[src/hw/rtl/ntc_div.sv]
`timescale 1ns / 1ps

module ntc_div #(
    parameter int DW = 38,
    parameter int VW = 15,
    parameter int QW = 23,
    parameter int PW = 1
) (
    input  logic          i_clk,
    input  logic          i_rst_n,
    input  logic          i_en,
    input  logic          i_valid,
    input  logic [DW-1:0] i_dividend,
    input  logic [VW-1:0] i_divisor,
    input  logic [PW-1:0] i_payload,
    output logic          o_valid,
    output logic [QW-1:0] o_quotient,
    output logic [VW-1:0] o_remainder,
    output logic [PW-1:0] o_payload
);
    // Restoring divider, one quotient bit per stage. The caller guarantees
    // dividend >> QW < divisor, or ignores the quotient.

    logic          r_v   [0:QW-1];
    logic [VW-1:0] r_rem [0:QW-1];
    logic [QW-1:0] r_low [0:QW-1];
    logic [QW-1:0] r_q   [0:QW-1];
    logic [VW-1:0] r_d   [0:QW-1];
    logic [PW-1:0] r_p   [0:QW-1];

    for (genvar k = 0; k < QW; k++) begin : g_st
        logic          v_in;
        logic [VW-1:0] rem_in;
        logic [QW-1:0] low_in;
        logic [QW-1:0] q_in;
        logic [VW-1:0] d_in;
        logic [PW-1:0] p_in;
        logic [VW:0]   t;
        logic          ge;

        if (k == 0) begin : g_first
            assign v_in   = i_valid;
            assign rem_in = VW'(i_dividend >> QW);
            assign low_in = i_dividend[QW-1:0];
            assign q_in   = '0;
            assign d_in   = i_divisor;
            assign p_in   = i_payload;
        end else begin : g_next
            assign v_in   = r_v[k-1];
            assign rem_in = r_rem[k-1];
            assign low_in = r_low[k-1];
            assign q_in   = r_q[k-1];
            assign d_in   = r_d[k-1];
            assign p_in   = r_p[k-1];
        end

        assign t  = {rem_in, low_in[QW-1]};
        assign ge = (t >= {1'b0, d_in});

        always_ff @(posedge i_clk) begin
            if (!i_rst_n) begin
                r_v[k] <= 1'b0;
            end else if (i_en) begin
                r_v[k] <= v_in;
            end
        end

        always_ff @(posedge i_clk) begin
            if (i_en) begin
                r_rem[k] <= ge ? VW'(t - {1'b0, d_in}) : t[VW-1:0];
                r_low[k] <= low_in << 1;
                r_q[k]   <= (q_in << 1) | QW'(ge);
                r_d[k]   <= d_in;
                r_p[k]   <= p_in;
            end
        end
    end

    assign o_valid     = r_v[QW-1];
    assign o_quotient  = r_q[QW-1];
    assign o_remainder = r_rem[QW-1];
    assign o_payload   = r_p[QW-1];

endmodule

[config.mk]
export PLATFORM = sky130hd
export DESIGN_NAME = ntc_div
export DESIGN_NICKNAME = d
export VERILOG_FILES = /design/src/hw/rtl/ntc_div.sv
export SDC_FILE = /design/constraint.sdc
export NUM_CORES = 2
export LEC_CHECK = 0
export BUFFER_PORTS_ARGS = -buffer_cell sky130_fd_sc_hd__buf_2
export CORE_MARGIN = 2
export CORE_UTILIZATION = 25
export CTS_CLUSTER_DIAMETER = 100
export CTS_CLUSTER_SIZE = 30
export DETAILED_ROUTE_END_ITERATION = 6
export GPL_TIMING_DRIVEN = 0
export MAX_ROUTING_LAYER = met4
export SLEW_MARGIN = 20
export SYNTH_ARGS = -nofsm -noshare
export SYNTH_HDL_FRONTEND = slang
export SYNTH_SLANG_ARGS = --single-unit
[constraint.sdc]
create_clock -name i_clk -period 7.17 [get_ports i_clk]
set_clock_uncertainty 0.05 [all_clocks]
set_input_delay 0.3585 -clock i_clk [delete_from_list [all_inputs] [get_ports i_clk]]
set_output_delay 0.3585 -clock i_clk [all_outputs]
set_load 0.05 [all_outputs]
Word-level counts from Yosys, hierarchy flattened
Memories as Yosys holds them, arrays and structs flattened. Cells that the tools add are included.

Output and inout port bits: 40. Logic and storage cells: 148. Bits in writable memories: 1771. Bits of input ports: 58. Memories kept: 6. Register bits: 0.

Memory list: r_q (depth 23, bits a word 23, read ports 23, clocked after memory_dff 0, write ports 23, RTL line 27) `logic [QW-1:0] r_q [0:QW-1];`; r_low (depth 23, bits a word 22, read ports 22, clocked after memory_dff 0, write ports 23, RTL line 26) `logic [QW-1:0] r_low [0:QW-1];`; r_d (depth 23, bits a word 15, read ports 22, clocked after memory_dff 0, write ports 23, RTL line 28) `logic [VW-1:0] r_d [0:QW-1];`; r_rem (depth 23, bits a word 15, read ports 23, clocked after memory_dff 0, write ports 23, RTL line 25) `logic [VW-1:0] r_rem [0:QW-1];`; r_p (depth 23, bits a word 1, read ports 23, clocked after memory_dff 0, write ports 23, RTL line 29) `logic [PW-1:0] r_p [0:QW-1];`; r_v (depth 23, bits a word 1, read ports 23, clocked after memory_dff 0, write ports 23, RTL line 24) `logic r_v [0:QW-1];`.

Add/sub/neg operators: 23. Muxes and demuxes: 51. Order comparisons: 23. Bitwise gates (word level): 45.

Operators by type and width (number): $or 23x1->23 (22); $ge 16x15->1 (23); $mux 15 (23); $sub 15x15->15 (23); $mux 1 (28); $or 1x1->1 (23).

Depth between registers and ports, before layout
Word-level depth: 4. Mapped depth: 12. Mapped depth without buffers: 10.

Worst setup path before layout
Ideal clock, no wire load.

Path kind: reg-to-reg. Start point: memory r_low[10][43] (netlist name). End point: memory r_rem[22][10] (netlist: r_rem[2][100]) (data pin). Path slack: 4.429 ns. Path buffers: 1. Stages on the path, launching flop included: 11. Clock period less this slack: 2.741 ns. Library setup time: 0.260 ns. Data required time: 6.860 ns. Arrival: 2.431 ns. Cell sequence: edfxtp_1 > inv_1 > ha_1 > fa_1 > nor2b_1 > o31a_1 > o311ai_1 > a211o_1 > a21oi_2 > buf_2 > mux2_2.

RTL lines (RTL line): from (decl) (26); to (decl) (25).

==> results <==
- The post-route DRC violation count is 0.
- The worst-case hold slack is around 280 ps.
- Wires add up to roughly 120,000 µm.
- For the worst flop-to-flop path, the logic depth is 10.
- The number of failing hold endpoints at the final stage was 0.
- The timing-limited maximum frequency is 274 MHz.
- Of all nets on the critical path, the largest fanout is 10.
- In the synthesized netlist the async set-or-reset flop fraction comes to 0%.
- TritonCTS built the clock tree.
- The end point of the critical path is r_rem[0][39].
- At the later pin of the worst-skew pair, clock insertion delay measures slightly above 700 ps.
- Walking the worst path, the cells encountered are inv_1, ha_1, fa_1, nand2b_1, a21oi_1, o21ai_0, and4_1, o21ai_2, clkbuf_1, a21oi_1.
- The number of post-CTS setup repair buffers is 0.
- The congestion estimate from routability-driven global placement came to 0.939.
- Counting every sink on the clock net gives 1,250.
- After global routing the overflow that remains totals 0.
- Setup violations remaining at the end of the flow were counted as 0.
- The placed standard-cell area is 64,500 µm².
- The internal reg-to-reg setup slack is 3520 ps.
- The worst register-to-register path begins at r_low[0][43].
- The placed instance count is between 7,000 and 8,000.
- The post-synthesis cell type count is 95.
- In this design, the critical path's most frequently occurring cell is sky130_fd_sc_hd__a21oi_1.
- The final route contains around 36,000 vias.
- The final critical-path required period is 3650 ps.
- The clock network burns ~18% of the power.
- In this run the number of H-tree levels came out at 3.
- The critical setup path kind is flip-flop to flip-flop.
- The kind of start point of the critical path is a flip-flop.
- The starting DRC count in detailed routing is approximately 2,000.
- The static leakage is 25.4 nW.
- The capturing point of the worst reg2reg path is r_rem[0][39].
- Pin placement for this block handled between 90 and 100 I/O pins.
- The count of flip-flops with a built-in enable after synthesis is 1,249.
- The worst pin sits at a relative slew slack of between 30% and 40%.
- Setup repair after global routing left no endpoint under its margin.
- The wire length of the first global-routing pass is 187,000 µm.
- The iteration count of the initial detailed-routing pass is 6.
- The setup TNS after final layout is 0 ps.
- The die covers approximately 240,000 µm².
- After routing the design area is 67,800 µm².
- The post-synthesis to final-layout area growth is 13.5%.
- The cell family contributing the most delay on the critical path is compound AO/OA/AOI/OAI gates.
- After detailed routing, the average wire length per cell comes to ~14 µm.
- The final instance count without filler cells is 8,078.
- After the last flow step, the layout net total stands at about 5,300.
- The die outline width is approximately 490 µm.
- The element type at the critical path end is a flip-flop.
- From bottom edge to top edge, the die measures a little under 500 µm.
- The number of max-slew violations in the final report is 0.
- Across the run, the number of max-cap violations was 0.
- In the routed layout, each cell is associated on average with a via count of 4.43.
- The fraction of final layout cells sized beyond drive strength 1 is under 10%.
- The source of the critical timing path is r_low[0][43].
- The class of the worst hold path is primary input to flip-flop.
- The worst setup slack after placement is between 3000 and 4000 ps.
- Clock-pin slew was measured on the worst setup and hold paths at 110 ps.
- The core region is approximately 240,000 µm².
- The number of clock buffers added by TritonCTS is between 70 and 80.
- The final critical path takes up between 50 and 60% of the cycle.
- In this run the remaining antenna-violating nets after routing total 0.
- The maximum clock path buffer count is 3.
- The initial antenna violation count was 1.
- After synthesis, flip-flops and latches occupy between 60% and 70% of the total area.
- The via count of the first global-routing pass was roughly 36,000.
- The post-synthesis cell count is between 4,000 and 5,000.
- The worst hold path was traced through 2 stages.
- The data required time at the worst endpoint is around 7600 ps.
- The tree is rooted in a sky130_fd_sc_hd__clkbuf_16.
- The flow ran to the end, and the final reports show no timing, DRC or antenna violations.
- In this run the power density over the cells is ~410 nW/µm².
- Of the total power, the share spent switching nets is 37.2%.
- The worst path meets setup with between 3000 and 4000 ps of slack.
- The slew at the pin with the worst max-slew slack is between 900 and 1000 ps.
- Counting buffers and inverters, the worst setup path is 10 cells deep.
- The global-route usage over all layers is a little under a tenth.
- The worst path buffer plus inverter count is 2.
- The mapped netlist covers approximately 60,000 µm².
- STA puts the critical path data arrival time at between 4000 and 5000 ps.
- The power dissipated by switching net loads is between 10 and 15 mW.
- Buffers placed on the I/O ports in this run total between 90 and 100.
- The starting density of the core is 25.1%.
- Averaged over all synthesized cells, the footprint is 12.9 µm².
- The HPWL after detailed placement is slightly above 80,000 µm.
- The number of warnings printed during yosys synthesis is 0.
- The commonest register cell after synthesis is sky130_fd_sc_hd__edfxtp_1.
- The sequential share of power is 39.7%.
- Overall power consumption after layout is estimated at 27.5 mW.
- The internal power of the cells totals 17.3 mW.
- The share of total power dissipated in combinational logic is 42.0%.
- The floorplan has between 150 and 200 rows.
- Counting every net in the synthesized netlist gives roughly 5,000.
- For this design, the slowest cell found on the critical path is sky130_fd_sc_hd__clkbuf_1.
- For this run, the slowest stage of the critical path takes approximately 560 ps.
- Measured on the finished design, the core utilization comes to 28.5%.
- Entering global routing, the biggest net connects roughly 150 pins.
- Across the VDD grid, the largest voltage drop is roughly 0.25 mV.
- The number of synthesized register bits is 1,250.
[repair_timing]
action / CTS / global route
hold buffers: 59 / 0
resized for setup: 0 / 0
endpoints found under the hold margin: 102 / 0
[routing by layer]
metal  global-route usage, %  vias up  wire, µm
met5                       -        -         0
met4                    4.73        0      5090
met3                    1.45      274      3890
met2                    16.8      666     58600
met1                    10.6    17300     47700
li1                        -    17600         -
[area by class of cell]
type | instances | area (µm²)
Tap cell | 3167 | 3960
Sequential cell | 1250 | 37500
Clock buffer | 78 | 1890
Inverter | 451 | 1690
Fill cell | 23900 | 170000
Antenna cell | 1 | 2.50
Clock inverter | 50 | 828
Multi-Input combinational cell | 2844 | 20100
Timing Repair Buffer | 166 | 1370
Buffer | 71 | 364
[registers in the layout, indices dropped and copies added, names as in the netlist]
register / cells
r_d: 330
r_low: 253
r_p: 23
r_q: 276
r_rem: 345
r_v: 23
[worst reg2reg max path, stage by stage, from the launching register on]
cell	delay, ps
sky130_fd_sc_hd__edfxtp_1	380
sky130_fd_sc_hd__inv_1	60
sky130_fd_sc_hd__ha_1	220
sky130_fd_sc_hd__fa_1	420
sky130_fd_sc_hd__nand2b_1	170
sky130_fd_sc_hd__a21oi_1	390
sky130_fd_sc_hd__o21ai_0	230
sky130_fd_sc_hd__and4_1	280
sky130_fd_sc_hd__o21ai_2	420
sky130_fd_sc_hd__clkbuf_1	560
sky130_fd_sc_hd__a21oi_1	160
[power by group through the flow]
stage	sequential, mW	clock [mW]	combinational, mW
after detailed placement	11.1	0	11.4
after global routing	11.1	5.56	12.9
after floorplan	11.0	0	8.57
after global placement	11.4	0	11.2
final	10.9	5.03	11.5
after CTS	10.9	5.36	11.5
[cells in the mapped netlist (13+ instances only)]
cell type,count,area [µm²]
sky130_fd_sc_hd__edfxtp_1,1249,37500
sky130_fd_sc_hd__inv_1,442,1660
sky130_fd_sc_hd__nand2_1,362,1360
sky130_fd_sc_hd__ha_1,345,4320
sky130_fd_sc_hd__o21ai_0,313,1570
sky130_fd_sc_hd__a21oi_1,301,1510
sky130_fd_sc_hd__nor2_1,258,968
sky130_fd_sc_hd__xnor2_1,127,1110
sky130_fd_sc_hd__mux2_2,92,1040
sky130_fd_sc_hd__nand2b_1,80,500
sky130_fd_sc_hd__o21a_1,79,593
sky130_fd_sc_hd__xor2_1,79,692
sky130_fd_sc_hd__nor3_1,64,320
sky130_fd_sc_hd__nand3_1,58,290
sky130_fd_sc_hd__nor2b_1,55,344
sky130_fd_sc_hd__a21o_1,54,405
sky130_fd_sc_hd__a31oi_1,39,244
sky130_fd_sc_hd__and3_1,39,244
sky130_fd_sc_hd__buf_2,36,180
sky130_fd_sc_hd__o31ai_1,31,233
sky130_fd_sc_hd__clkbuf_1,27,101
sky130_fd_sc_hd__o31a_1,25,219
sky130_fd_sc_hd__fa_1,23,460
sky130_fd_sc_hd__nand4_1,23,144
sky130_fd_sc_hd__a211oi_1,22,165
sky130_fd_sc_hd__and4_1,21,184
sky130_fd_sc_hd__mux2i_1,19,190
sky130_fd_sc_hd__o211ai_1,19,143
sky130_fd_sc_hd__a211o_1,18,158
sky130_fd_sc_hd__nand3b_1,17,128
sky130_fd_sc_hd__mux2_4,15,225
sky130_fd_sc_hd__o21ai_1,15,75.1
sky130_fd_sc_hd__o21bai_1,14,105
sky130_fd_sc_hd__mux2_1,13,146
[cells by family after synthesis]
family	share of synthesized area (%)
XOR/XNOR	3.02
AND/OR/NAND/NOR	8.45
buffers and inverters	3.44
AO/OA/AOI/OAI	11.6
adder cells (fa/ha/maj)	8.00
flip-flops	62.8
multiplexers	2.68
[cells in the final DEF, fill, tap and decap left out, drive strengths merged, types with 12 or more instances in the layout]
cell	n
nor2	258
o21ai	331
inv	472
clkbuf	105
nand2	362
a21o	55
o31a	25
edfxtp	1249
nand3b	17
nor3	69
o21a	79
o311ai	12
xnor2	127
a211o	18
o21bai	14
a31oi	39
nand3	58
mux2i	19
a211oi	25
ha	345
nand4	23
mux2	120
o211ai	19
buf	151
fa	23
nor2b	55
clkinv	26
dlygate4sd3	59
nor4	12
xor2	79
a21oi	306
and3	39
nand2b	80
o31ai	38
and4	21
o22ai	12
[worst min-delay path by stage]
stage	start	endpoint	slack, ps
final	i_dividend[20]	r_low[0][20]	280
after global routing	i_dividend[20]	r_low[0][20]	220
after CTS	i_dividend[21]	r_low[0][21]	170
after detailed placement	r_low[0][1]	r_low[0][24]	350
after global placement	r_low[0][0]	r_low[0][23]	350
after floorplan	r_low[0][0]	r_low[0][23]	350
Power figures use the tool's default switching activity.
